[src/hw/rtl/arrt_pkg.sv]
// Shared types, constants and codes for the address range reservation table.
// No dependencies; imported by every module of the block.
`timescale 1ns / 1ps

package arrt_pkg;

    localparam int PW     = 19;   // page number width
    localparam int LW     = 20;   // page count width
    localparam int CW     = 11;   // protection code width
    localparam int GW     = 9;    // granule width
    localparam int DW     = 21;   // internal page arithmetic width
    localparam int CFG_AW = 2;    // config register index width

    localparam int MAX_RANGES_DEF = 64;

    localparam logic [LW-1:0] PAGE_LIMIT  = 20'd524288;
    localparam logic [PW-1:0] LOWEST_RST  = 19'd16;
    localparam logic [LW-1:0] HIGHEST_RST = 20'd524256;
    localparam logic [GW-1:0] GRANULE_RST = 9'd16;

    // remainder unit: quotient bits retired per cycle
    localparam int REM_BITS   = 4;
    localparam int REM_CYCLES = (DW + REM_BITS - 1) / REM_BITS;
    localparam int REM_XW     = REM_CYCLES * REM_BITS;

    typedef enum logic [1:0] {
        MODE_ANY = 2'd0,
        MODE_AT  = 2'd1,
        MODE_REL = 2'd2,
        MODE_QRY = 2'd3
    } t_mode;

    typedef enum logic [2:0] {
        ST_OK           = 3'd0,
        ST_NO_SPACE     = 3'd1,
        ST_INVALID      = 3'd2,
        ST_CONFLICT     = 3'd3,
        ST_TABLE_FULL   = 3'd4,
        ST_NOT_RESERVED = 3'd5,
        ST_NOT_AT_BASE  = 3'd6,
        ST_BEYOND       = 3'd7
    } t_status;

    typedef enum logic [CFG_AW-1:0] {
        CFG_LOWEST  = 2'd0,
        CFG_HIGHEST = 2'd1,
        CFG_GRANULE = 2'd2
    } t_cfg_idx;

    typedef struct packed {
        t_mode           mode;
        logic [PW-1:0]   address_page;
        logic [LW-1:0]   size_pages;
        logic            top_down;
        logic [CW-1:0]   protect_code;
    } t_req;

    typedef struct packed {
        t_status         status;
        logic [PW-1:0]   base_page;
        logic [LW-1:0]   length_pages;
        logic            is_reserved;
        logic [CW-1:0]   range_protect;
        logic [LW-1:0]   reserved_total;
    } t_rsp;

    typedef struct packed {
        logic [PW-1:0]   base;
        logic [LW-1:0]   len;
        logic [CW-1:0]   prot;
    } t_entry;

    // effective window and granule
    typedef struct packed {
        logic [PW-1:0]   lo;
        logic [LW-1:0]   hi;
        logic [GW-1:0]   g;
    } t_cfg;

    typedef struct packed {
        logic            start;
        logic [DW-1:0]   x;
    } t_rem_req;

    typedef struct packed {
        logic            done;
        logic [DW-1:0]   down;
    } t_rem_rsp;

    typedef enum logic [3:0] {
        S_IDLE,
        S_CHECK,
        S_REM_WAIT,
        S_RD,
        S_EV,
        S_UP_RD,
        S_UP_WR,
        S_DN_RD,
        S_DN_WR,
        S_DONE
    } t_state;

    typedef enum logic [2:0] {
        PH_GAP_UP,
        PH_GAP_DN,
        PH_AT,
        PH_FIND,
        PH_POS
    } t_phase;

    typedef enum logic [1:0] {
        RR_UP,
        RR_DN_INIT,
        RR_DN,
        RR_AT
    } t_rret;

    typedef enum logic [4:0] {
        ACT_WAIT,
        ACT_ACCEPT,
        ACT_FAIL,
        ACT_SCAN,
        ACT_REM,
        ACT_REM_DONE,
        ACT_READ,
        ACT_STEP,
        ACT_PLACE,
        ACT_POS_FOUND,
        ACT_QRY_FREE,
        ACT_QRY_HIT,
        ACT_REL_WHOLE,
        ACT_REL_EDGE,
        ACT_REL_MID,
        ACT_UP_READ,
        ACT_UP_WRITE,
        ACT_UP_LAST,
        ACT_DN_READ,
        ACT_DN_WRITE,
        ACT_DN_LAST,
        ACT_FINISH
    } t_act;

endpackage

[src/hw/rtl/arrt_mem.sv]
// Range table storage: one write port, one read port with registered data.
// Depends on arrt_pkg for the entry type.
`timescale 1ns / 1ps

module arrt_mem import arrt_pkg::*; #(
    parameter int DEPTH = MAX_RANGES_DEF,
    parameter int AW    = $clog2(DEPTH)
) (
    input  logic          i_clk,
    input  logic          i_we,
    input  logic [AW-1:0] i_waddr,
    input  t_entry        i_wdata,
    input  logic [AW-1:0] i_raddr,
    output t_entry        o_rdata
);

    t_entry r_mem [DEPTH];
    t_entry r_rdata;

    always_ff @(posedge i_clk) begin
        if (i_we) begin
            r_mem[i_waddr] <= i_wdata;
        end
        r_rdata <= r_mem[i_raddr];
    end

    assign o_rdata = r_rdata;

endmodule

[config.mk]
export PLATFORM = sky130hd
export DESIGN_NAME = arrt_mem
export DESIGN_NICKNAME = d
export VERILOG_FILES = /design/src/hw/rtl/arrt_pkg.sv /design/src/hw/rtl/arrt_mem.sv
export SDC_FILE = /design/constraint.sdc
export NUM_CORES = 2
export LEC_CHECK = 0
export BUFFER_PORTS_ARGS = -buffer_cell sky130_fd_sc_hd__buf_2
export CORE_MARGIN = 2
export CORE_UTILIZATION = 67
export DETAILED_ROUTE_END_ITERATION = 10
export PLACE_DENSITY = 0.85
export REMOVE_ABC_BUFFERS = 1
export SYNTH_ARGS = -nofsm -noshare
export SYNTH_HDL_FRONTEND = slang
export SYNTH_SLANG_ARGS = --single-unit
[constraint.sdc]
create_clock -name i_clk -period 12.2 [get_ports i_clk]
set_input_delay 0.61 -clock i_clk [delete_from_list [all_inputs] [get_ports i_clk]]
set_output_delay 0.61 -clock i_clk [all_outputs]
set_load 0.005 [all_outputs]
==> results.md <==
- WHS: 0.3551 ns
- Skew final: 0.04613 ns
- Slew @ Worst Pin: 1.392 ns
- Antenna Nets Post-Route: 0
- Initial antenna violation count: 16
- WP data required: 13.01 ns
- Leak pwr: 42.75 nW
- Worst reg2reg path depth: 5
- Finished Cell Area: 136,300 um^2
- Crit Path Category: primary input to flip-flop
- Port Buf Inserts: 113
- Setup Viol. Count Final: 0
- Wire length per cell: 43.27 um
- Hold Buf Count CTS: 0
- TritonCTS Buffers: 319
- Critical path, cell by cell: buf_12, buf_4, buf_12, buf_4, mux4_2, mux2i_1, mux4_2, mux2i_1
- P&R area growth vs syn: 10.84%
- Yosys cell types: 45
- Clock tree from TritonCTS: done
- Slew HR: 0.06959
- Register bit total from synthesis: 3,250
- Max Fclk: 250.1 MHz
- Post-synth EDFFs: 3,200
- Power density cells: 168.2 nW/um^2
- CTS H-tree lvls: 5
- Slew Viols, Final: 0
- Io pins: 114
- Critical path endpoint category: flip-flop
- CP arrival: 4.81 ns
- Startpoint Class: primary input
- Reg clk slew, reported paths: 0.07 ns
- All-Layer GR Usage: 0.3908
- Fin cells: 8,342
- Post-DP Area: 126,600 um^2
- R2R Setup Slk: 10.04 ns
- Hold Vio Cnt, Final: 0
- Top_reg_cell synth: edfxtp_1
- Largest net degree at the start of global routing: 112
- # DRC: 0
- Mapped Area: 123,000 um^2
- Average size of a mapped cell: 22.53 um^2
- Final-stage net count: 5,777
- RSZ-0062 raised after global routing: false
- Chip height: 432.4 um
- Setup TNS: 0 ns
- CTS Buffer Depth: 4
- Cells after Synth: 5,457
- Worst Setup SP: i_raddr[0]
- First-pass GRT wire length: 500.6 mm
- MaxCap Viol Count: 0
- Layout cell share with drive strength beyond 1: 0.2569
- Global route total overflow: 0
- Gp weighted congestion: 0.8396
- Core area: 182,700 um^2
- Vias in the first global route: 66,690
- Initial Util: 0.6730
- YS warnings: 0
- Critical path fanouts, max: 111
- Num rows: 157
- Die area: 187,000 um^2
- Initial DRT Pass Iterations: 6
- Die width: 432.4 um
- Worst R2R End: o_rdata[37]
- Post-route minimum period: 3.999 ns
- Register area share after synthesis: 0.7897
- Initial drt markers: 12,570
- Root Driver: clkbuf_16
- Detailed Route WL: 361.0 mm
- Status: finished, final reports clean
- Tcrit/Tclk final: 0.3278
- HPWL after detailed placement: 169.2 mm
- Via density: 7.953
- Hold Path Class: primary input to flip-flop
- Synth async-reset ratio: 0
- Dpl cells: 7,775
- VDD IR max: 0.0001451 V
- Sinks on Clock Net: 3,250
- Critical Path End: o_rdata[31]
- Post_cts resized: 0
- Worst path slowest cell: buf_4
- Via count: 66,350
- Clk_lat worst skew: 0.98 ns
- CP max stage delay: 0.81 ns
- HP Start: i_wdata[13]
- R2R Path Start: r_mem[43][37]
- Post-CTS Setup Bufs: 0
[kinds of logic (layout without fill, tap and decap cells)]
group	count (synthesis)	in the layout	synth area share
AND/OR/NAND/NOR	446	446	0.01743
AO/OA/AOI/OAI	439	439	0.02673
buffers and inverters	319	809	0.01341
flip-flops	3250	3250	0.7897
multiplexers	1003	1003	0.1527
other	0	10	0
[where the power goes]
group	switching, mW	internal [mW]
logic	0.709	0.378
registers	0.0497	12.4
clock network	4.16	5.26
total	4.92	18.0
[registers in the layout, summed over array words and instances (netlist names)]
| register | flops |
|---|---|
| r_mem | 3200 |
| o_rdata | 50 |
[critical path: cells and delay by family]
family / cells / cell delay [ns]
muxes: 4 / 1.29
buffers and inverters: 4 / 2.48
[cells in the mapped netlist (26+ instances only)]
library cell / n / share of area
edfxtp_1: 3200 / 0.78
clkbuf_1: 154 / 0.0047
a221o_1: 36 / 0.0029
nand3_1: 98 / 0.0040
nand2_1: 110 / 0.0034
o22ai_1: 126 / 0.0064
nand4_1: 65 / 0.0033
buf_4: 38 / 0.0023
a211oi_1: 32 / 0.0020
o221ai_1: 55 / 0.0039
a21oi_1: 26 / 0.0011
mux2_2: 68 / 0.0062
dfxtp_1: 50 / 0.0081
buf_2: 72 / 0.0029
mux2i_1: 229 / 0.019
mux4_2: 690 / 0.13
a22oi_1: 80 / 0.0049
buf_1: 28 / 0.00085
nor2b_1: 28 / 0.0014
nor2_1: 98 / 0.0030
[per-stage QoR]
step	setup slack (ns)	utilization	power [mW]
3_5_place_dp	7.387	0.6927	13.67
3_3_place_gp	7.440	0.6927	13.62
6_report	8.201	0.7459	22.92
2_1_floorplan	7.316	-	13.08
5_1_grt	8.046	0.7459	23.31
4_1_cts	8.301	0.7456	22.87
[cells in the final DEF (no fill, tap or decap), drive strengths merged, types with 3 or more instances in the layout]
cell type,count
and3,17
diode,10
edfxtp,3200
o211ai,15
o22a,15
inv,3
nor2,98
o211a,7
nand2,110
o221ai,55
a211oi,32
nand2b,9
a221o,36
nand3,98
a311o,15
buf,253
mux2,84
nor2b,28
o21ai,15
a22oi,80
nand4,65
or2,5
dfxtp,50
a31oi,7
mux4,690
clkinvlp,7
bufinv,11
nor3,9
mux2i,229
o22ai,126
clkinv,109
clkbuf,426
a221oi,6
a21oi,26
[per-layer routing]
| layer | GRT usage | routed length (um) | up-vias |
|---|---|---|---|
| met2 | 0.6098 | 172600 | 7546 |
| li1 | - | - | 23750 |
| met1 | 0.4878 | 107100 | 33250 |
| met4 | 0.2490 | 27790 | 16 |
| met5 | 0 | 96 | - |
| met3 | 0.1133 | 53330 | 1781 |
[cell type report]
class	count	area (um^2)
well taps	2385	2984
diodes	10	25.02
multi-input cells	1888	24770
flip-flops and latches	3250	97090
repair buffers	253	1748
clock inverters	129	889.6
fillers	8824	46410
inverters	1	3.754
clock buffers	426	8765
[how the worst min path moves through the flow]
stage	endpoint	slack (ns)	depth (start not counted)
floorplan	r_mem[0][0]	0.71	0
global placement	o_rdata[48]	0.79	4
detailed placement	o_rdata[1]	0.80	4
CTS	o_rdata[35]	0.30	3
global route	o_rdata[23]	0.36	3
finish	r_mem[49][13]	0.36	1
Note: power is estimated with default switching activity, not from simulation.
