<file path="config.mk">
export PLATFORM = sky130hd
export DESIGN_NAME = arrt_rem
export DESIGN_NICKNAME = d
export VERILOG_FILES = /design/src/hw/rtl/arrt_pkg.sv /design/src/hw/rtl/arrt_rem.sv
export SDC_FILE = /design/constraint.sdc
export NUM_CORES = 1
export LEC_CHECK = 0
export BUFFER_PORTS_ARGS = -buffer_cell sky130_fd_sc_hd__buf_2
export CORE_UTILIZATION = 25
export DETAILED_ROUTE_END_ITERATION = 6
export MAX_ROUTING_LAYER = met4
export SLEW_MARGIN = 20
export SYNTH_ARGS = -nofsm -noshare
export SYNTH_HDL_FRONTEND = slang
export SYNTH_SLANG_ARGS = --single-unit
</file>
<file path="constraint.sdc">
create_clock -name i_clk -period 10.95 [get_ports i_clk]
set_clock_uncertainty 0.1 [all_clocks]
set_input_delay 1.095 -clock i_clk [delete_from_list [all_inputs] [get_ports i_clk]]
set_output_delay 1.095 -clock i_clk [all_outputs]
set_load 0.01 [all_outputs]
</file>
<file path="src/hw/rtl/arrt_pkg.sv">
// Shared types, constants and codes for the address range reservation table.
// No dependencies; imported by every module of the block.
`timescale 1ns / 1ps

package arrt_pkg;

    localparam int PW     = 19;   // page number width
    localparam int LW     = 20;   // page count width
    localparam int CW     = 11;   // protection code width
    localparam int GW     = 9;    // granule width
    localparam int DW     = 21;   // internal page arithmetic width
    localparam int CFG_AW = 2;    // config register index width

    localparam int MAX_RANGES_DEF = 64;

    localparam logic [LW-1:0] PAGE_LIMIT  = 20'd524288;
    localparam logic [PW-1:0] LOWEST_RST  = 19'd16;
    localparam logic [LW-1:0] HIGHEST_RST = 20'd524256;
    localparam logic [GW-1:0] GRANULE_RST = 9'd16;

    // remainder unit: quotient bits retired per cycle
    localparam int REM_BITS   = 4;
    localparam int REM_CYCLES = (DW + REM_BITS - 1) / REM_BITS;
    localparam int REM_XW     = REM_CYCLES * REM_BITS;

    typedef enum logic [1:0] {
        MODE_ANY = 2'd0,
        MODE_AT  = 2'd1,
        MODE_REL = 2'd2,
        MODE_QRY = 2'd3
    } t_mode;

    typedef enum logic [2:0] {
        ST_OK           = 3'd0,
        ST_NO_SPACE     = 3'd1,
        ST_INVALID      = 3'd2,
        ST_CONFLICT     = 3'd3,
        ST_TABLE_FULL   = 3'd4,
        ST_NOT_RESERVED = 3'd5,
        ST_NOT_AT_BASE  = 3'd6,
        ST_BEYOND       = 3'd7
    } t_status;

    typedef enum logic [CFG_AW-1:0] {
        CFG_LOWEST  = 2'd0,
        CFG_HIGHEST = 2'd1,
        CFG_GRANULE = 2'd2
    } t_cfg_idx;

    typedef struct packed {
        t_mode           mode;
        logic [PW-1:0]   address_page;
        logic [LW-1:0]   size_pages;
        logic            top_down;
        logic [CW-1:0]   protect_code;
    } t_req;

    typedef struct packed {
        t_status         status;
        logic [PW-1:0]   base_page;
        logic [LW-1:0]   length_pages;
        logic            is_reserved;
        logic [CW-1:0]   range_protect;
        logic [LW-1:0]   reserved_total;
    } t_rsp;

    typedef struct packed {
        logic [PW-1:0]   base;
        logic [LW-1:0]   len;
        logic [CW-1:0]   prot;
    } t_entry;

    // effective window and granule
    typedef struct packed {
        logic [PW-1:0]   lo;
        logic [LW-1:0]   hi;
        logic [GW-1:0]   g;
    } t_cfg;

    typedef struct packed {
        logic            start;
        logic [DW-1:0]   x;
    } t_rem_req;

    typedef struct packed {
        logic            done;
        logic [DW-1:0]   down;
    } t_rem_rsp;

    typedef enum logic [3:0] {
        S_IDLE,
        S_CHECK,
        S_REM_WAIT,
        S_RD,
        S_EV,
        S_UP_RD,
        S_UP_WR,
        S_DN_RD,
        S_DN_WR,
        S_DONE
    } t_state;

    typedef enum logic [2:0] {
        PH_GAP_UP,
        PH_GAP_DN,
        PH_AT,
        PH_FIND,
        PH_POS
    } t_phase;

    typedef enum logic [1:0] {
        RR_UP,
        RR_DN_INIT,
        RR_DN,
        RR_AT
    } t_rret;

    typedef enum logic [4:0] {
        ACT_WAIT,
        ACT_ACCEPT,
        ACT_FAIL,
        ACT_SCAN,
        ACT_REM,
        ACT_REM_DONE,
        ACT_READ,
        ACT_STEP,
        ACT_PLACE,
        ACT_POS_FOUND,
        ACT_QRY_FREE,
        ACT_QRY_HIT,
        ACT_REL_WHOLE,
        ACT_REL_EDGE,
        ACT_REL_MID,
        ACT_UP_READ,
        ACT_UP_WRITE,
        ACT_UP_LAST,
        ACT_DN_READ,
        ACT_DN_WRITE,
        ACT_DN_LAST,
        ACT_FINISH
    } t_act;

endpackage

</file>
<file path="src/hw/rtl/arrt_rem.sv">
// Iterative round-down unit: returns x - (x mod g), REM_BITS quotient bits per cycle.
// Depends on arrt_pkg.
`timescale 1ns / 1ps

module arrt_rem import arrt_pkg::*; (
    input  logic               i_clk,
    input  logic               i_rst_n,
    input  t_rem_req           i_req,
    input  logic [GW-1:0]      i_g,
    output t_rem_rsp           o_rsp
);

    localparam int CNTW = $clog2(REM_CYCLES + 1);

    logic [REM_XW-1:0] r_x,    n_x;
    logic [DW-1:0]     r_orig;
    logic [GW-1:0]     r_g;
    logic [GW-1:0]     r_rem,  n_rem;
    logic [CNTW-1:0]   r_cnt;
    logic              r_busy;
    logic              r_done;

    // restoring remainder steps over the top bits of the shifter
    always_comb begin
        logic [GW:0]   v;
        logic [GW-1:0] t;
        t = r_rem;
        for (int k = 0; k < REM_BITS; k++) begin
            v = {t, r_x[REM_XW-1-k]};
            if (v >= {1'b0, r_g}) begin
                t = GW'(v - {1'b0, r_g});
            end else begin
                t = v[GW-1:0];
            end
        end
        n_rem = t;
        n_x   = r_x << REM_BITS;
    end

    always_ff @(posedge i_clk) begin
        if (!i_rst_n) begin
            r_busy <= 1'b0;
            r_done <= 1'b0;
            r_cnt  <= '0;
        end else begin
            r_done <= 1'b0;
            if (i_req.start) begin
                r_busy <= 1'b1;
                r_cnt  <= CNTW'(REM_CYCLES);
            end else if (r_busy) begin
                r_cnt <= r_cnt - CNTW'(1);
                if (r_cnt == CNTW'(1)) begin
                    r_busy <= 1'b0;
                    r_done <= 1'b1;
                end
            end
        end
    end

    always_ff @(posedge i_clk) begin
        if (i_req.start) begin
            r_x    <= REM_XW'(i_req.x);
            r_orig <= i_req.x;
            r_g    <= i_g;
            r_rem  <= '0;
        end else if (r_busy) begin
            r_x   <= n_x;
            r_rem <= n_rem;
        end
    end

    assign o_rsp.done = r_done;
    assign o_rsp.down = r_orig - DW'(r_rem);

endmodule

</file>
==> metrics <==
most frequent cells in the layout=buf_2 (54), edfxtp_1 (51), ha_1 (47); Clock Path Buffers=2; Core ar.=a little under 20,000 sq um; Cell Rows=51; Buffers & Inverters on Critical Path=2; 1st-iter DRT viols=167; synth top area cells=edfxtp_1 (31%), ha_1 (12%), dfxtp_1 (6.9%); Ports=55; WL/cell=between 10 and 15 um; post-route ant nets=0; dominant cell type by area after synthesis=edfxtp_1; DRC=0; Synthesized Nets=574; CP Max Fanout=13; GRT Residual Overflow=0; FF-to-FF Start=r_g[1]; Post-Route WL=11,600 um; DRT Pass-1 Iters=4; Total GRT Usage=0.123; Most used DFF post-synth=edfxtp_1; Worst Setup End Kind=flop; Worst Hold Class=reg2reg; slowest stage delay, CP=0.59 ns; GR Layer Usage met3=0.0145; DP Wirelength=8970 um; Post-synth EDFFs=approximately 50; crit path time final=9.04 ns; worst endpoint required time=11.08 ns; fillers=2,064; number of synthesis warnings=0; antenna violations before repair=0; total setup buffers inserted after CTS=0; nets@finish=~630; CP Launch Type=flop; H-Tree Depth=3; gp weighted congestion=0.886; # resized after CTS=0; f_max=0.111 GHz; area of the die=20,300 sq um; post-synthesis cell count=489; normalized max-slew margin=0.448; most numerous cell on the critical path=a21oi_1; Final Hold Viols=0; Via Count=3,717; clk_lat worst skew=0.33 ns; register area share after synthesis=0.379; Worst Tran Pin Value=0.828 ns; Antenna Cells=0; # hold bufs at CTS=0; Die Y-Extent=143 um; critical path's slowest cell=o31a_1; grt met2 use=0.200; FF/Latch Area=1870 sq um; port bufs=54; Max-cap violations=0; Mean Syn Cell Area=10.1 sq um; Setup violations, final=0; busiest metal layer after global routing=met2; largest net degree at the start of global routing=72; Worst Hold Launch=r_x[18]; CTS root buffer=clkbuf_16; RSZ-0062 raised after global routing=false; CTS buffer count=9; Crit path arrival time=9.17 ns; period utilization=0.826; Crit path max-delay family=compound AO/OA/AOI/OAI gates; ys async rst share=0; initial core utilization=0.255; GR Util met1=0.159; Area Growth Syn to Fin=17.5%; Mapped Area=roughly 4900 sq um; post-synthesis register bit count=68; layout cell share with drive strength beyond 1=0.197; fin. max-slew vios=0; first-pass GRT wire length=18,900 um; via/cell ratio=4.57; CP Launch Point=r_g[1]; status=completed; final setup TNS=0 ns; Worst-path clk slew=~0.060 ns; vias in the first global route=3,606; die width=143 um; Setup CP Type=reg2reg; Clock Sinks=68; Synth cell types=a little over 60; most common cell after layout, fill and taps aside=buf_2; top cell type's share of synthesized area=0.310; TritonCTS clock tree=yes; multi-input logic area=2850 sq um
## synthesized netlist by cell type (2+ instances only)
master and number:
or3_1 4, edfxtp_1 51, nor4_1 5, mux2i_1 16
nor2b_1 6, clkbuf_1 5, mux2_2 21, o221ai_1 2
buf_1 3, o21ai_0 18, nor2_1 46, or2_2 4
ha_1 47, o31a_1 4, dfxtp_1 17, o21a_1 8
xnor2_1 20, nand4_1 5, o21bai_1 2, nand2b_1 7
nor3_1 9, xor2_1 18, a21o_1 10, a21oi_1 29
o22ai_1 4, a211oi_1 10, nand3_1 8, fa_1 5
a21boi_0 5, and2_1 4, nand2_1 20, o211ai_1 4
inv_1 43
## stage by stage
stage / instance area [sq um] / util / setup WS [ns] / instances / hold WS (ns)
floorplan: 4940 / - / 3.36 / 489 / 0.356
global placement: 5500 / 0.283 / 2.17 / 798 / 0.370
detailed placement: 5500 / 0.283 / 1.99 / 798 / 0.388
CTS: 5800 / 0.299 / 2.01 / 814 / 0.391
global route: 5800 / 0.299 / 1.18 / 814 / 0.421
finish: 5800 / 0.299 / 1.91 / 814 / 0.387
## cells by family (layout without fill, tap and decap cells)
| logic type | after synthesis | after routing | share of synthesized area |
|---|---|---|---|
| simple gates | 125 | 125 | 0.124 |
| compound gates | 115 | 115 | 0.167 |
| flops | 68 | 68 | 0.379 |
| buf+inv | 54 | 114 | 0.0436 |
| fa+ha+maj | 52 | 52 | 0.139 |
| xor+xnor | 38 | 38 | 0.0674 |
| mux | 37 | 37 | 0.0803 |
## worst paths after layout
| kind | end | slack, ns | cells after the start |
|---|---|---|---|
| worst min register to register | r_x[22] | 0.39 | 2 |
| worst max-delay path | r_rem[6] | 1.91 | 31 |
| worst min-delay path | r_x[22] | 0.39 | 2 |
| worst max register to register | r_rem[6] | 1.91 | 31 |
## routing by layer
layer / vias to the layer above / routed length (um)
met4: 0 / 164
li1: 1907 / -
met3: 13 / 279
met2: 59 / 5510
met5: - / 0
met1: 1738 / 5610
## registers in the layout, indices dropped and copies added (netlist names)
register,count
r_done,1
r_g,9
r_cnt,3
r_x,24
r_busy,1
r_orig,21
r_rem,9
## tightest hold or removal path: stages, from the launching register on
cell	delay, ns
edfxtp_1	0.32
mux2i_1	0.06
nor2_1	0.07
## area by class of cell
type / count / area share
clock inverter: 7 / 0.0140
clock buffer: 9 / 0.0388
timing repair buffer: 55 / 0.0479
inverter: 43 / 0.0278
tap: 265 / 0.0571
multi-input combinational: 367 / 0.492
sequential: 68 / 0.323
Power is not shown: default switching activity piles up to over one toggle a cycle in this logic, so the estimate is an artifact.
