$ cat src/hw/rtl/arrt_pkg.sv
// Shared types, constants and codes for the address range reservation table.
// No dependencies; imported by every module of the block.
`timescale 1ns / 1ps

package arrt_pkg;

    localparam int PW     = 19;   // page number width
    localparam int LW     = 20;   // page count width
    localparam int CW     = 11;   // protection code width
    localparam int GW     = 9;    // granule width
    localparam int DW     = 21;   // internal page arithmetic width
    localparam int CFG_AW = 2;    // config register index width

    localparam int MAX_RANGES_DEF = 64;

    localparam logic [LW-1:0] PAGE_LIMIT  = 20'd524288;
    localparam logic [PW-1:0] LOWEST_RST  = 19'd16;
    localparam logic [LW-1:0] HIGHEST_RST = 20'd524256;
    localparam logic [GW-1:0] GRANULE_RST = 9'd16;

    // remainder unit: quotient bits retired per cycle
    localparam int REM_BITS   = 4;
    localparam int REM_CYCLES = (DW + REM_BITS - 1) / REM_BITS;
    localparam int REM_XW     = REM_CYCLES * REM_BITS;

    typedef enum logic [1:0] {
        MODE_ANY = 2'd0,
        MODE_AT  = 2'd1,
        MODE_REL = 2'd2,
        MODE_QRY = 2'd3
    } t_mode;

    typedef enum logic [2:0] {
        ST_OK           = 3'd0,
        ST_NO_SPACE     = 3'd1,
        ST_INVALID      = 3'd2,
        ST_CONFLICT     = 3'd3,
        ST_TABLE_FULL   = 3'd4,
        ST_NOT_RESERVED = 3'd5,
        ST_NOT_AT_BASE  = 3'd6,
        ST_BEYOND       = 3'd7
    } t_status;

    typedef enum logic [CFG_AW-1:0] {
        CFG_LOWEST  = 2'd0,
        CFG_HIGHEST = 2'd1,
        CFG_GRANULE = 2'd2
    } t_cfg_idx;

    typedef struct packed {
        t_mode           mode;
        logic [PW-1:0]   address_page;
        logic [LW-1:0]   size_pages;
        logic            top_down;
        logic [CW-1:0]   protect_code;
    } t_req;

    typedef struct packed {
        t_status         status;
        logic [PW-1:0]   base_page;
        logic [LW-1:0]   length_pages;
        logic            is_reserved;
        logic [CW-1:0]   range_protect;
        logic [LW-1:0]   reserved_total;
    } t_rsp;

    typedef struct packed {
        logic [PW-1:0]   base;
        logic [LW-1:0]   len;
        logic [CW-1:0]   prot;
    } t_entry;

    // effective window and granule
    typedef struct packed {
        logic [PW-1:0]   lo;
        logic [LW-1:0]   hi;
        logic [GW-1:0]   g;
    } t_cfg;

    typedef struct packed {
        logic            start;
        logic [DW-1:0]   x;
    } t_rem_req;

    typedef struct packed {
        logic            done;
        logic [DW-1:0]   down;
    } t_rem_rsp;

    typedef enum logic [3:0] {
        S_IDLE,
        S_CHECK,
        S_REM_WAIT,
        S_RD,
        S_EV,
        S_UP_RD,
        S_UP_WR,
        S_DN_RD,
        S_DN_WR,
        S_DONE
    } t_state;

    typedef enum logic [2:0] {
        PH_GAP_UP,
        PH_GAP_DN,
        PH_AT,
        PH_FIND,
        PH_POS
    } t_phase;

    typedef enum logic [1:0] {
        RR_UP,
        RR_DN_INIT,
        RR_DN,
        RR_AT
    } t_rret;

    typedef enum logic [4:0] {
        ACT_WAIT,
        ACT_ACCEPT,
        ACT_FAIL,
        ACT_SCAN,
        ACT_REM,
        ACT_REM_DONE,
        ACT_READ,
        ACT_STEP,
        ACT_PLACE,
        ACT_POS_FOUND,
        ACT_QRY_FREE,
        ACT_QRY_HIT,
        ACT_REL_WHOLE,
        ACT_REL_EDGE,
        ACT_REL_MID,
        ACT_UP_READ,
        ACT_UP_WRITE,
        ACT_UP_LAST,
        ACT_DN_READ,
        ACT_DN_WRITE,
        ACT_DN_LAST,
        ACT_FINISH
    } t_act;

endpackage

$ cat src/hw/rtl/arrt_seq.sv
// Request sequencer: scans the sorted table, drives the round-down unit, and
// shifts entries to insert or remove. Depends on arrt_pkg.
`timescale 1ns / 1ps

module arrt_seq import arrt_pkg::*; #(
    parameter int MAX_RANGES = MAX_RANGES_DEF,
    parameter int AW         = $clog2(MAX_RANGES)
) (
    input  logic          i_clk,
    input  logic          i_rst_n,
    input  logic          i_start,
    input  t_req          i_cmd,
    input  t_cfg          i_cfg,
    output logic          o_busy,
    output logic          o_valid,
    output t_rsp          o_result,
    output t_rem_req      o_rem,
    input  t_rem_rsp      i_rem,
    output logic          o_mem_we,
    output logic [AW-1:0] o_mem_waddr,
    output t_entry        o_mem_wdata,
    output logic [AW-1:0] o_mem_raddr,
    input  t_entry        i_mem_rdata
);

    localparam int IW = $clog2(MAX_RANGES + 1);

    t_state          r_state, n_state;
    t_phase          r_ph,    n_ph;
    t_rret           r_rr,    n_rr;
    t_mode           r_mode,  n_mode;
    logic [PW-1:0]   r_addr,  n_addr;
    logic [LW-1:0]   r_size,  n_size;
    logic            r_top,   n_top;
    logic [IW-1:0]   r_cnt,   n_cnt;
    logic [IW-1:0]   r_idx,   n_idx;
    logic [IW-1:0]   r_pos,   n_pos;
    logic [DW-1:0]   r_cur,   n_cur;
    logic [DW-1:0]   r_end,   n_end;
    t_entry          r_new,   n_new;
    logic [LW-1:0]   r_total, n_total;
    t_rsp            r_res,   n_res;

    t_act            act;
    t_status         fcode;

    logic [DW-1:0]   lo21, hi21, g21, size21, addr21, b21, e21, at_end;
    logic [DW-1:0]   rs, re, rlen;
    logic            size_zero, full, scan_end;
    logic [IW-1:0]   idx_m1, idx_p1;

    assign lo21      = DW'(i_cfg.lo);
    assign hi21      = DW'(i_cfg.hi);
    assign g21       = DW'(i_cfg.g);
    assign size21    = DW'(r_size);
    assign addr21    = DW'(r_addr);
    assign b21       = DW'(i_mem_rdata.base);
    assign e21       = b21 + DW'(i_mem_rdata.len);
    assign at_end    = addr21 + size21;
    assign size_zero = (r_size == '0);
    assign full      = (r_cnt >= IW'(MAX_RANGES));
    assign idx_m1    = r_idx - IW'(1);
    assign idx_p1    = r_idx + IW'(1);
    assign scan_end  = (r_ph == PH_GAP_DN) ? (r_idx == '0) : (r_idx == r_cnt);

    // release span: whole range on zero size, else the requested pages
    assign rs   = size_zero ? b21 : addr21;
    assign re   = size_zero ? e21 : at_end;
    assign rlen = re - rs;

    // decide what this cycle does
    always_comb begin
        act   = ACT_WAIT;
        fcode = ST_OK;
        unique case (r_state)
            S_IDLE: begin
                if (i_start) act = ACT_ACCEPT;
            end
            S_CHECK: begin
                case (r_mode)
                    MODE_ANY: begin
                        if (size_zero) begin
                            act = ACT_FAIL; fcode = ST_INVALID;
                        end else if (r_top && (size21 + lo21 > hi21)) begin
                            act = ACT_FAIL; fcode = ST_NO_SPACE;
                        end else if (r_top) begin
                            act = ACT_REM;
                        end else begin
                            act = ACT_SCAN;
                        end
                    end
                    MODE_AT: begin
                        if (size_zero || addr21 < lo21 || addr21 >= hi21 || at_end > hi21) begin
                            act = ACT_FAIL; fcode = ST_INVALID;
                        end else begin
                            act = ACT_REM;
                        end
                    end
                    default: begin
                        if (r_mode == MODE_QRY && addr21 >= hi21) begin
                            act = ACT_FAIL; fcode = ST_INVALID;
                        end else begin
                            act = ACT_SCAN;
                        end
                    end
                endcase
            end
            S_REM_WAIT: begin
                if (i_rem.done) act = ACT_REM_DONE;
            end
            S_RD: begin
                if (scan_end) begin
                    case (r_ph)
                        PH_GAP_UP: begin
                            if (r_cur + size21 > hi21) begin
                                act = ACT_FAIL; fcode = ST_NO_SPACE;
                            end else if (full) begin
                                act = ACT_FAIL; fcode = ST_TABLE_FULL;
                            end else begin
                                act = ACT_PLACE;
                            end
                        end
                        PH_GAP_DN: begin
                            if (r_cur < lo21) begin
                                act = ACT_FAIL; fcode = ST_NO_SPACE;
                            end else if (full) begin
                                act = ACT_FAIL; fcode = ST_TABLE_FULL;
                            end else begin
                                act = ACT_PLACE;
                            end
                        end
                        PH_AT: begin
                            if (full) begin
                                act = ACT_FAIL; fcode = ST_TABLE_FULL;
                            end else begin
                                act = ACT_PLACE;
                            end
                        end
                        PH_FIND: begin
                            if (r_mode == MODE_REL) begin
                                act = ACT_FAIL; fcode = ST_NOT_RESERVED;
                            end else begin
                                act = ACT_QRY_FREE;
                            end
                        end
                        default: act = ACT_POS_FOUND;
                    endcase
                end else begin
                    act = ACT_READ;
                end
            end
            S_EV: begin
                case (r_ph)
                    PH_GAP_UP: begin
                        if (b21 >= r_cur && (b21 - r_cur) >= size21) begin
                            if (full) begin
                                act = ACT_FAIL; fcode = ST_TABLE_FULL;
                            end else begin
                                act = ACT_PLACE;
                            end
                        end else if (e21 > r_cur) begin
                            act = ACT_REM;
                        end else begin
                            act = ACT_STEP;
                        end
                    end
                    PH_GAP_DN: begin
                        if (e21 <= r_cur) begin
                            if (r_cur < lo21) begin
                                act = ACT_FAIL; fcode = ST_NO_SPACE;
                            end else if (full) begin
                                act = ACT_FAIL; fcode = ST_TABLE_FULL;
                            end else begin
                                act = ACT_PLACE;
                            end
                        end else if (b21 < size21 + lo21) begin
                            act = ACT_FAIL; fcode = ST_NO_SPACE;
                        end else begin
                            act = ACT_REM;
                        end
                    end
                    PH_AT: begin
                        if (b21 >= r_end) begin
                            if (full) begin
                                act = ACT_FAIL; fcode = ST_TABLE_FULL;
                            end else begin
                                act = ACT_PLACE;
                            end
                        end else if (e21 > r_cur) begin
                            act = ACT_FAIL; fcode = ST_CONFLICT;
                        end else begin
                            act = ACT_STEP;
                        end
                    end
                    PH_FIND: begin
                        if (addr21 < b21) begin
                            if (r_mode == MODE_REL) begin
                                act = ACT_FAIL; fcode = ST_NOT_RESERVED;
                            end else begin
                                act = ACT_QRY_FREE;
                            end
                        end else if (addr21 < e21) begin
                            if (r_mode == MODE_QRY) begin
                                act = ACT_QRY_HIT;
                            end else if (size_zero && addr21 != b21) begin
                                act = ACT_FAIL; fcode = ST_NOT_AT_BASE;
                            end else if (!size_zero && re > e21) begin
                                act = ACT_FAIL; fcode = ST_BEYOND;
                            end else if (rs == b21 && re == e21) begin
                                act = ACT_REL_WHOLE;
                            end else if (rs == b21 || re == e21) begin
                                act = ACT_REL_EDGE;
                            end else if (full) begin
                                act = ACT_FAIL; fcode = ST_TABLE_FULL;
                            end else begin
                                act = ACT_REL_MID;
                            end
                        end else begin
                            act = ACT_STEP;
                        end
                    end
                    default: begin
                        if (b21 > DW'(r_new.base)) act = ACT_POS_FOUND;
                        else                       act = ACT_STEP;
                    end
                endcase
            end
            S_UP_RD: act = (r_idx > r_pos) ? ACT_UP_READ : ACT_UP_LAST;
            S_UP_WR: act = ACT_UP_WRITE;
            S_DN_RD: act = (idx_p1 < r_cnt) ? ACT_DN_READ : ACT_DN_LAST;
            S_DN_WR: act = ACT_DN_WRITE;
            S_DONE:  act = ACT_FINISH;
            default: act = ACT_WAIT;
        endcase
    end

    // next state
    always_comb begin
        unique case (act)
            ACT_ACCEPT:    n_state = S_CHECK;
            ACT_FAIL:      n_state = S_DONE;
            ACT_SCAN:      n_state = S_RD;
            ACT_REM:       n_state = S_REM_WAIT;
            ACT_REM_DONE:  n_state = S_RD;
            ACT_READ:      n_state = S_EV;
            ACT_STEP:      n_state = S_RD;
            ACT_PLACE:     n_state = S_RD;
            ACT_POS_FOUND: n_state = S_UP_RD;
            ACT_QRY_FREE:  n_state = S_DONE;
            ACT_QRY_HIT:   n_state = S_DONE;
            ACT_REL_WHOLE: n_state = S_DN_RD;
            ACT_REL_EDGE:  n_state = S_DONE;
            ACT_REL_MID:   n_state = S_UP_RD;
            ACT_UP_READ:   n_state = S_UP_WR;
            ACT_UP_WRITE:  n_state = S_UP_RD;
            ACT_UP_LAST:   n_state = S_DONE;
            ACT_DN_READ:   n_state = S_DN_WR;
            ACT_DN_WRITE:  n_state = S_DN_RD;
            ACT_DN_LAST:   n_state = S_DONE;
            ACT_FINISH:    n_state = S_IDLE;
            default:       n_state = r_state;
        endcase
    end

    // datapath and port outputs
    always_comb begin
        logic [DW-1:0] lim;
        n_ph    = r_ph;
        n_rr    = r_rr;
        n_mode  = r_mode;
        n_addr  = r_addr;
        n_size  = r_size;
        n_top   = r_top;
        n_cnt   = r_cnt;
        n_idx   = r_idx;
        n_pos   = r_pos;
        n_cur   = r_cur;
        n_end   = r_end;
        n_new   = r_new;
        n_total = r_total;
        n_res   = r_res;
        o_rem.start = 1'b0;
        o_rem.x     = '0;
        o_mem_we    = 1'b0;
        o_mem_waddr = r_idx[AW-1:0];
        o_mem_wdata = i_mem_rdata;
        o_mem_raddr = r_idx[AW-1:0];
        lim = (r_state == S_RD) ? hi21 : b21;

        case (act)
            ACT_ACCEPT: begin
                n_mode = i_cmd.mode;
                n_addr = i_cmd.address_page;
                n_size = i_cmd.size_pages;
                n_top  = i_cmd.top_down;
                n_new.prot = i_cmd.protect_code;
                n_new.len  = i_cmd.size_pages;
                n_res  = '0;
                case (i_cmd.mode)
                    MODE_ANY: n_ph = i_cmd.top_down ? PH_GAP_DN : PH_GAP_UP;
                    MODE_AT:  n_ph = PH_AT;
                    default:  n_ph = PH_FIND;
                endcase
            end
            ACT_FAIL: begin
                n_res.status = fcode;
            end
            ACT_SCAN: begin
                n_idx = '0;
                n_cur = lo21;
            end
            ACT_REM: begin
                o_rem.start = 1'b1;
                case (r_ph)
                    PH_GAP_UP: begin
                        o_rem.x = e21 + g21 - DW'(1);
                        n_rr    = RR_UP;
                    end
                    PH_GAP_DN: begin
                        if (r_state == S_CHECK) begin
                            o_rem.x = hi21 - size21;
                            n_rr    = RR_DN_INIT;
                            n_idx   = r_cnt;
                        end else begin
                            o_rem.x = b21 - size21;
                            n_rr    = RR_DN;
                        end
                    end
                    default: begin
                        o_rem.x = addr21;
                        n_rr    = RR_AT;
                        n_end   = at_end;
                    end
                endcase
            end
            ACT_REM_DONE: begin
                case (r_rr)
                    RR_UP: begin
                        n_cur = i_rem.down;
                        n_idx = idx_p1;
                    end
                    RR_DN_INIT: n_cur = i_rem.down;
                    RR_DN: begin
                        if (i_rem.down < r_cur) n_cur = i_rem.down;
                        n_idx = idx_m1;
                    end
                    default: begin
                        n_cur      = i_rem.down;
                        n_new.base = i_rem.down[PW-1:0];
                        n_new.len  = LW'(r_end - i_rem.down);
                        n_idx      = '0;
                    end
                endcase
            end
            ACT_READ: begin
                if (r_ph == PH_GAP_DN) o_mem_raddr = idx_m1[AW-1:0];
            end
            ACT_STEP: begin
                n_idx = (r_ph == PH_GAP_DN) ? idx_m1 : idx_p1;
            end
            ACT_PLACE: begin
                if (r_ph != PH_AT) begin
                    n_new.base = r_cur[PW-1:0];
                    n_new.len  = r_size;
                end
                n_res.base_page    = n_new.base;
                n_res.length_pages = n_new.len;
                n_total = r_total + n_new.len;
                n_ph    = PH_POS;
                n_idx   = '0;
            end
            ACT_POS_FOUND: begin
                n_pos = r_idx;
                n_idx = r_cnt;
            end
            ACT_QRY_FREE: begin
                n_res.base_page    = r_addr;
                n_res.length_pages = LW'(lim - addr21);
            end
            ACT_QRY_HIT: begin
                n_res.base_page     = i_mem_rdata.base;
                n_res.length_pages  = LW'(e21 - addr21);
                n_res.is_reserved   = 1'b1;
                n_res.range_protect = i_mem_rdata.prot;
            end
            ACT_REL_WHOLE: begin
                n_res.base_page    = rs[PW-1:0];
                n_res.length_pages = LW'(rlen);
                n_total = r_total - LW'(rlen);
            end
            ACT_REL_EDGE: begin
                n_res.base_page    = rs[PW-1:0];
                n_res.length_pages = LW'(rlen);
                n_total  = r_total - LW'(rlen);
                o_mem_we = 1'b1;
                if (rs == b21) begin
                    // trim head
                    o_mem_wdata.base = re[PW-1:0];
                    o_mem_wdata.len  = LW'(e21 - re);
                end else begin
                    o_mem_wdata.len  = LW'(rs - b21);
                end
            end
            ACT_REL_MID: begin
                n_res.base_page    = rs[PW-1:0];
                n_res.length_pages = LW'(rlen);
                n_total  = r_total - LW'(rlen);
                o_mem_we = 1'b1;
                o_mem_wdata.len = LW'(rs - b21);
                n_new.base = re[PW-1:0];
                n_new.len  = LW'(e21 - re);
                n_new.prot = i_mem_rdata.prot;
                n_pos = idx_p1;
                n_idx = r_cnt;
            end
            ACT_UP_READ: begin
                o_mem_raddr = idx_m1[AW-1:0];
            end
            ACT_UP_WRITE: begin
                o_mem_we = 1'b1;
                n_idx    = idx_m1;
            end
            ACT_UP_LAST: begin
                o_mem_we    = 1'b1;
                o_mem_waddr = r_pos[AW-1:0];
                o_mem_wdata = r_new;
                n_cnt       = r_cnt + IW'(1);
            end
            ACT_DN_READ: begin
                o_mem_raddr = idx_p1[AW-1:0];
            end
            ACT_DN_WRITE: begin
                o_mem_we = 1'b1;
                n_idx    = idx_p1;
            end
            ACT_DN_LAST: begin
                n_cnt = r_cnt - IW'(1);
            end
            default: ;
        endcase
    end

    always_ff @(posedge i_clk) begin
        if (!i_rst_n) begin
            r_state <= S_IDLE;
            r_cnt   <= '0;
            r_total <= '0;
        end else begin
            r_state <= n_state;
            r_cnt   <= n_cnt;
            r_total <= n_total;
        end
    end

    always_ff @(posedge i_clk) begin
        r_ph   <= n_ph;
        r_rr   <= n_rr;
        r_mode <= n_mode;
        r_addr <= n_addr;
        r_size <= n_size;
        r_top  <= n_top;
        r_idx  <= n_idx;
        r_pos  <= n_pos;
        r_cur  <= n_cur;
        r_end  <= n_end;
        r_new  <= n_new;
        r_res  <= n_res;
    end

    always_comb begin
        o_busy   = (r_state != S_IDLE);
        o_valid  = (r_state == S_DONE);
        o_result = r_res;
        o_result.reserved_total = r_total;
    end

endmodule

$ cat config.mk
export PLATFORM = sky130hd
export DESIGN_NAME = arrt_seq
export DESIGN_NICKNAME = d
export VERILOG_FILES = /design/src/hw/rtl/arrt_pkg.sv /design/src/hw/rtl/arrt_seq.sv
export SDC_FILE = /design/constraint.sdc
export NUM_CORES = 2
export LEC_CHECK = 0
export BUFFER_PORTS_ARGS = -buffer_cell sky130_fd_sc_hd__buf_2
export CAP_MARGIN = 20
export CORE_MARGIN = 2
export CORE_UTILIZATION = 30
export CTS_CLUSTER_DIAMETER = 80
export DETAILED_ROUTE_END_ITERATION = 8
export HOLD_SLACK_MARGIN = 0.08
export PLACE_DENSITY_LB_ADDON = 0.1
export SLEW_MARGIN = 15
export SYNTH_ARGS = -nofsm -noshare
export SYNTH_HDL_FRONTEND = slang
export SYNTH_SLANG_ARGS = --single-unit
$ cat constraint.sdc
create_clock -name i_clk -period 17.3 [get_ports i_clk]
set_input_delay 3.46 -clock i_clk [delete_from_list [all_inputs] [get_ports i_clk]]
set_output_delay 3.46 -clock i_clk [all_outputs]
set_load 0.03 [all_outputs]
==> summary.md <==
| Metric | Value |
|---|---|
| Syn Inst Count | `roughly 4300` |
| Vias in the first global route | `between 30000 and 40000` |
| First-pass GRT wire length | `between 200000 and 250000 um` |
| Hold buffer count at CTS | `0` |
| Setup TNS | `0 ns` |
| Worst-margin pin slew | `around 1.2 ns` |
| PortBufs | `about 340` |
| Clk buf depth | `3` |
| Crit-path most repeated cell | `inv_1` |
| Startpoint Class | `input pin` |
| Largest family of logic cells by synthesized area | `compound AO/OA/AOI/OAI gates` |
| Clk sinks | `approximately 240` |
| Post-layout net count | `~5400` |
| Area of the multi-input gates | `around 25000 um2` |
| Max Cap Violations | `0` |
| Tcrit/Tclk final | `0.950` |
| Mux contribution to synthesized area | `0.0200` |
| Fraction of layout cells with a size suffix above 1 | `0.128` |
| Slew headroom | `0.195` |
| Post-synthesis xor/xnor area fraction | `0.0635` |
| RSZ-0062 raised after global routing | `no` |
| Number of distinct library cells after synthesis | `106` |
| Fin. max-slew vios | `0` |
| Layout area overhead | `15.3%` |
| Synth warn | `0` |
| Final Skew | `approximately 0.033 ns` |
| Die X-Extent | `~340 um` |
| DIE HEIGHT | `approximately 340 um` |
| Final hold viol count | `0` |
| Drt initial violations | `roughly 3400` |
| Count of final setup violators | `0` |
| Via Count | `34500` |
| Syn Nets | `5039` |
| Worst Setup End Kind | `primary output` |
| Async set or reset register ratio after synthesis | `0` |
| Buffers & Inverters on Critical Path | `9` |
| Syn Area/Cell | `just under 8 um2` |
| Drt via density | `about 5.6` |
| CP delay by family, top | `simple AND/OR/NAND/NOR gates` |
| HP Class | `flip-flop to flip-flop` |
| Slowest CP cell | `nor2_2` |
| H-tree Lvls | `2` |
| Fill cell count | `12100` |
| Initial antenna violation count | `7` |
| Post-CTS sizing | `0` |
| DR DRC count | `0` |
| Clk_lat worst skew | `about 0.64 ns` |
| I/O Pins | `337` |
| Max Freq | `roughly 60 MHz` |
| Largest net degree at the start of global routing | `85` |
| CTS tree | `done` |
| Adder-cell share of the synthesized area | `0.217` |
| Post-CTS Setup Repair Bufs | `0` |
| Synth Flop Type | `edfxtp_1` |
| Core Area | `112000 um2` |
| Final Routed Wirelength | `between 150000 and 200000 um` |
| DRT Pass-1 Iters | `8` |
| WP data required | `roughly 14 ns` |
| DRT antenna net count | `0` |
| GRT Overall Usage | `0.298` |
| Outcome | `completed` |
| Initial core utilization | `0.303` |
| Synth Register Bits | `~240` |
| CP max stage delay | `0.69 ns` |
| Root Buffer | `clkbuf_16` |
| Full die area | `116000 um2` |
| Critical Path AT | `~13 ns` |
| Cell Rows | `roughly 120` |
| Post-synthesis sequential area ratio | `0.201` |
| Post-synth EDFFs | `roughly 210` |
| CP Class | `input pin to primary output` |
| Synthesized area | `approximately 34000 um2` |
| Compound-gate portion of the synthesized area | `0.259` |
| HPWL reported at the end of detailed placement | `between 100000 and 150000 um` |
| CTS Buf Count | `between 40 and 50` |
| Post-Synth Simple-Gate Area | `0.177` |
| Post-route minimum period | `between 15 and 20 ns` |
| Gr ovfl total | `0` |
| Gpl congestion | `about 1` |
| WL per Instance | `roughly 29 um` |
| Crit path max fanout | `15` |
| Storage cell area | `6840 um2` |
| Clock Pin Slew Worst Setup and Hold Paths | `0.05 ns` |
==> cell usage after synthesis (15+ instances only) <==
master | number | area share
nor3_1 | 83 | 0.012
a31oi_1 | 45 | 0.0083
ha_1 | 569 | 0.21
a21oi_1 | 365 | 0.054
o31ai_1 | 15 | 0.0033
a221oi_1 | 19 | 0.0049
or3_1 | 35 | 0.0064
a211oi_1 | 67 | 0.015
o21bai_1 | 34 | 0.0075
nand4_1 | 47 | 0.0086
nor4_1 | 21 | 0.0039
dfxtp_1 | 31 | 0.018
edfxtp_1 | 207 | 0.18
and3_1 | 26 | 0.0048
a211o_1 | 21 | 0.0054
xnor2_1 | 170 | 0.044
xor2_1 | 75 | 0.019
mux2i_1 | 34 | 0.010
a21o_1 | 129 | 0.028
mux2_2 | 28 | 0.0093
a221o_1 | 39 | 0.011
o21ai_0 | 288 | 0.042
buf_2 | 23 | 0.0034
a22oi_1 | 29 | 0.0064
o21a_1 | 55 | 0.012
o22ai_1 | 21 | 0.0039
and2_1 | 25 | 0.0046
nand3_1 | 119 | 0.017
inv_1 | 408 | 0.045
nor2_1 | 344 | 0.038
o211ai_1 | 35 | 0.0077
nand2_1 | 391 | 0.043
and4_1 | 16 | 0.0041
clkbuf_1 | 89 | 0.0098
a21boi_0 | 21 | 0.0046
nand2b_1 | 45 | 0.0083
nor2b_1 | 56 | 0.010
==> area by class of cell <==
cell class,instances,share of cell area
diodes,2,0.000128
inverters,410,0.0393
repair buffers,410,0.0583
clock buffers,51,0.0289
well taps,1500,0.0478
clock inverters,28,0.00915
flip-flops and latches,238,0.174
multi-input cells,3500,0.642
==> tightest hold or removal path: cells and delay by family (launching register included) <==
| family | cells | cell delay [ns] |
|---|---|---|
| AND/OR/NAND/NOR | 1 | 0.07 |
| flip-flops | 1 | 0.32 |
| AO/OA/AOI/OAI | 1 | 0.05 |
==> kinds of logic after synthesis <==
group,count (synthesis)
buf+inv,542
compound gates,1339
mux,64
fa+ha+maj,583
flops,238
xor+xnor,246
simple gates,1268
==> routing by layer <==
| layer | track usage | share of wire | wire length, um | up-vias |
|---|---|---|---|---|
| met1 | 0.379 | 0.42 | 74500 | 16400 |
| met4 | 0.162 | 0.064 | 11400 | 0 |
| met2 | 0.488 | 0.46 | 81700 | 1451 |
| met5 | 0 | 0 | 0 | - |
| met3 | 0.0406 | 0.064 | 11500 | 295 |
| li1 | - | - | - | 16400 |
==> layout by cell type, fill, tap and decap left out, drive strengths merged, types with 15 or more instances in the layout <==
master | Yosys | final
o21bai | 34 | 34
o21a | 55 | 55
nand2 | 393 | 393
a21boi | 22 | 22
nor2 | 348 | 348
nand3 | 119 | 119
a21o | 129 | 129
mux2i | 34 | 34
o22ai | 22 | 22
nor4 | 28 | 28
xor2 | 75 | 75
o31ai | 15 | 15
dfxtp | 31 | 31
a21oi | 367 | 367
a211o | 21 | 21
buf | 43 | 410
a221o | 39 | 39
nor3 | 87 | 87
nand2b | 45 | 45
edfxtp | 207 | 207
mux2 | 30 | 30
clkbuf | 89 | 51
or3 | 35 | 35
and4 | 16 | 16
and3 | 26 | 26
xnor2 | 171 | 171
nor2b | 56 | 56
a211oi | 69 | 69
and2 | 26 | 26
o211ai | 36 | 36
a221oi | 19 | 19
nand4 | 48 | 48
inv | 409 | 417
a31oi | 45 | 45
a22oi | 29 | 29
o21ai | 301 | 301
ha | 569 | 569
==> flip-flops by register name, indices dropped and copies added, names as in the netlist <==
name and cells:
r_size 20, r_new 50, r_rr 2, r_state 4, r_cnt 7, r_total 20
r_cur 21, r_pos 7, r_ph 3, r_top 1, r_idx 7, r_end 21
r_mode 2, r_addr 19, o_result 54
==> through the flow <==
step | hold WS (ns) | util | cells | area [um2] | setup slack, ns
2_1_floorplan | 0.525 | - | 4280 | 34000 | 3.91
3_3_place_gp | 0.464 | 0.335 | 6055 | 37700 | 1.59
3_5_place_dp | 0.481 | 0.336 | 6058 | 37700 | 1.27
4_1_cts | 0.490 | 0.349 | 6137 | 39200 | 1.23
5_1_grt | 0.510 | 0.349 | 6137 | 39200 | 0.538
6_report | 0.485 | 0.349 | 6139 | 39200 | 0.859
==> path summary, 6_finish.rpt <==
check | from | depth (start not counted) | slack, ns | endpoint
worst min-delay path | r_total[15] | 2 | 0.49 | r_total[15]
worst min register to register | r_total[15] | 2 | 0.49 | r_total[15]
worst max-delay path | i_mem_rdata[32] | 33 | 0.86 | o_mem_wdata[42]
worst max register to register | r_size[1] | 47 | 4.67 | r_total[19]
Power is left out: the tool's default activity adds up to more than one toggle a clock period on the data nets, which glitch-free logic cannot reach.
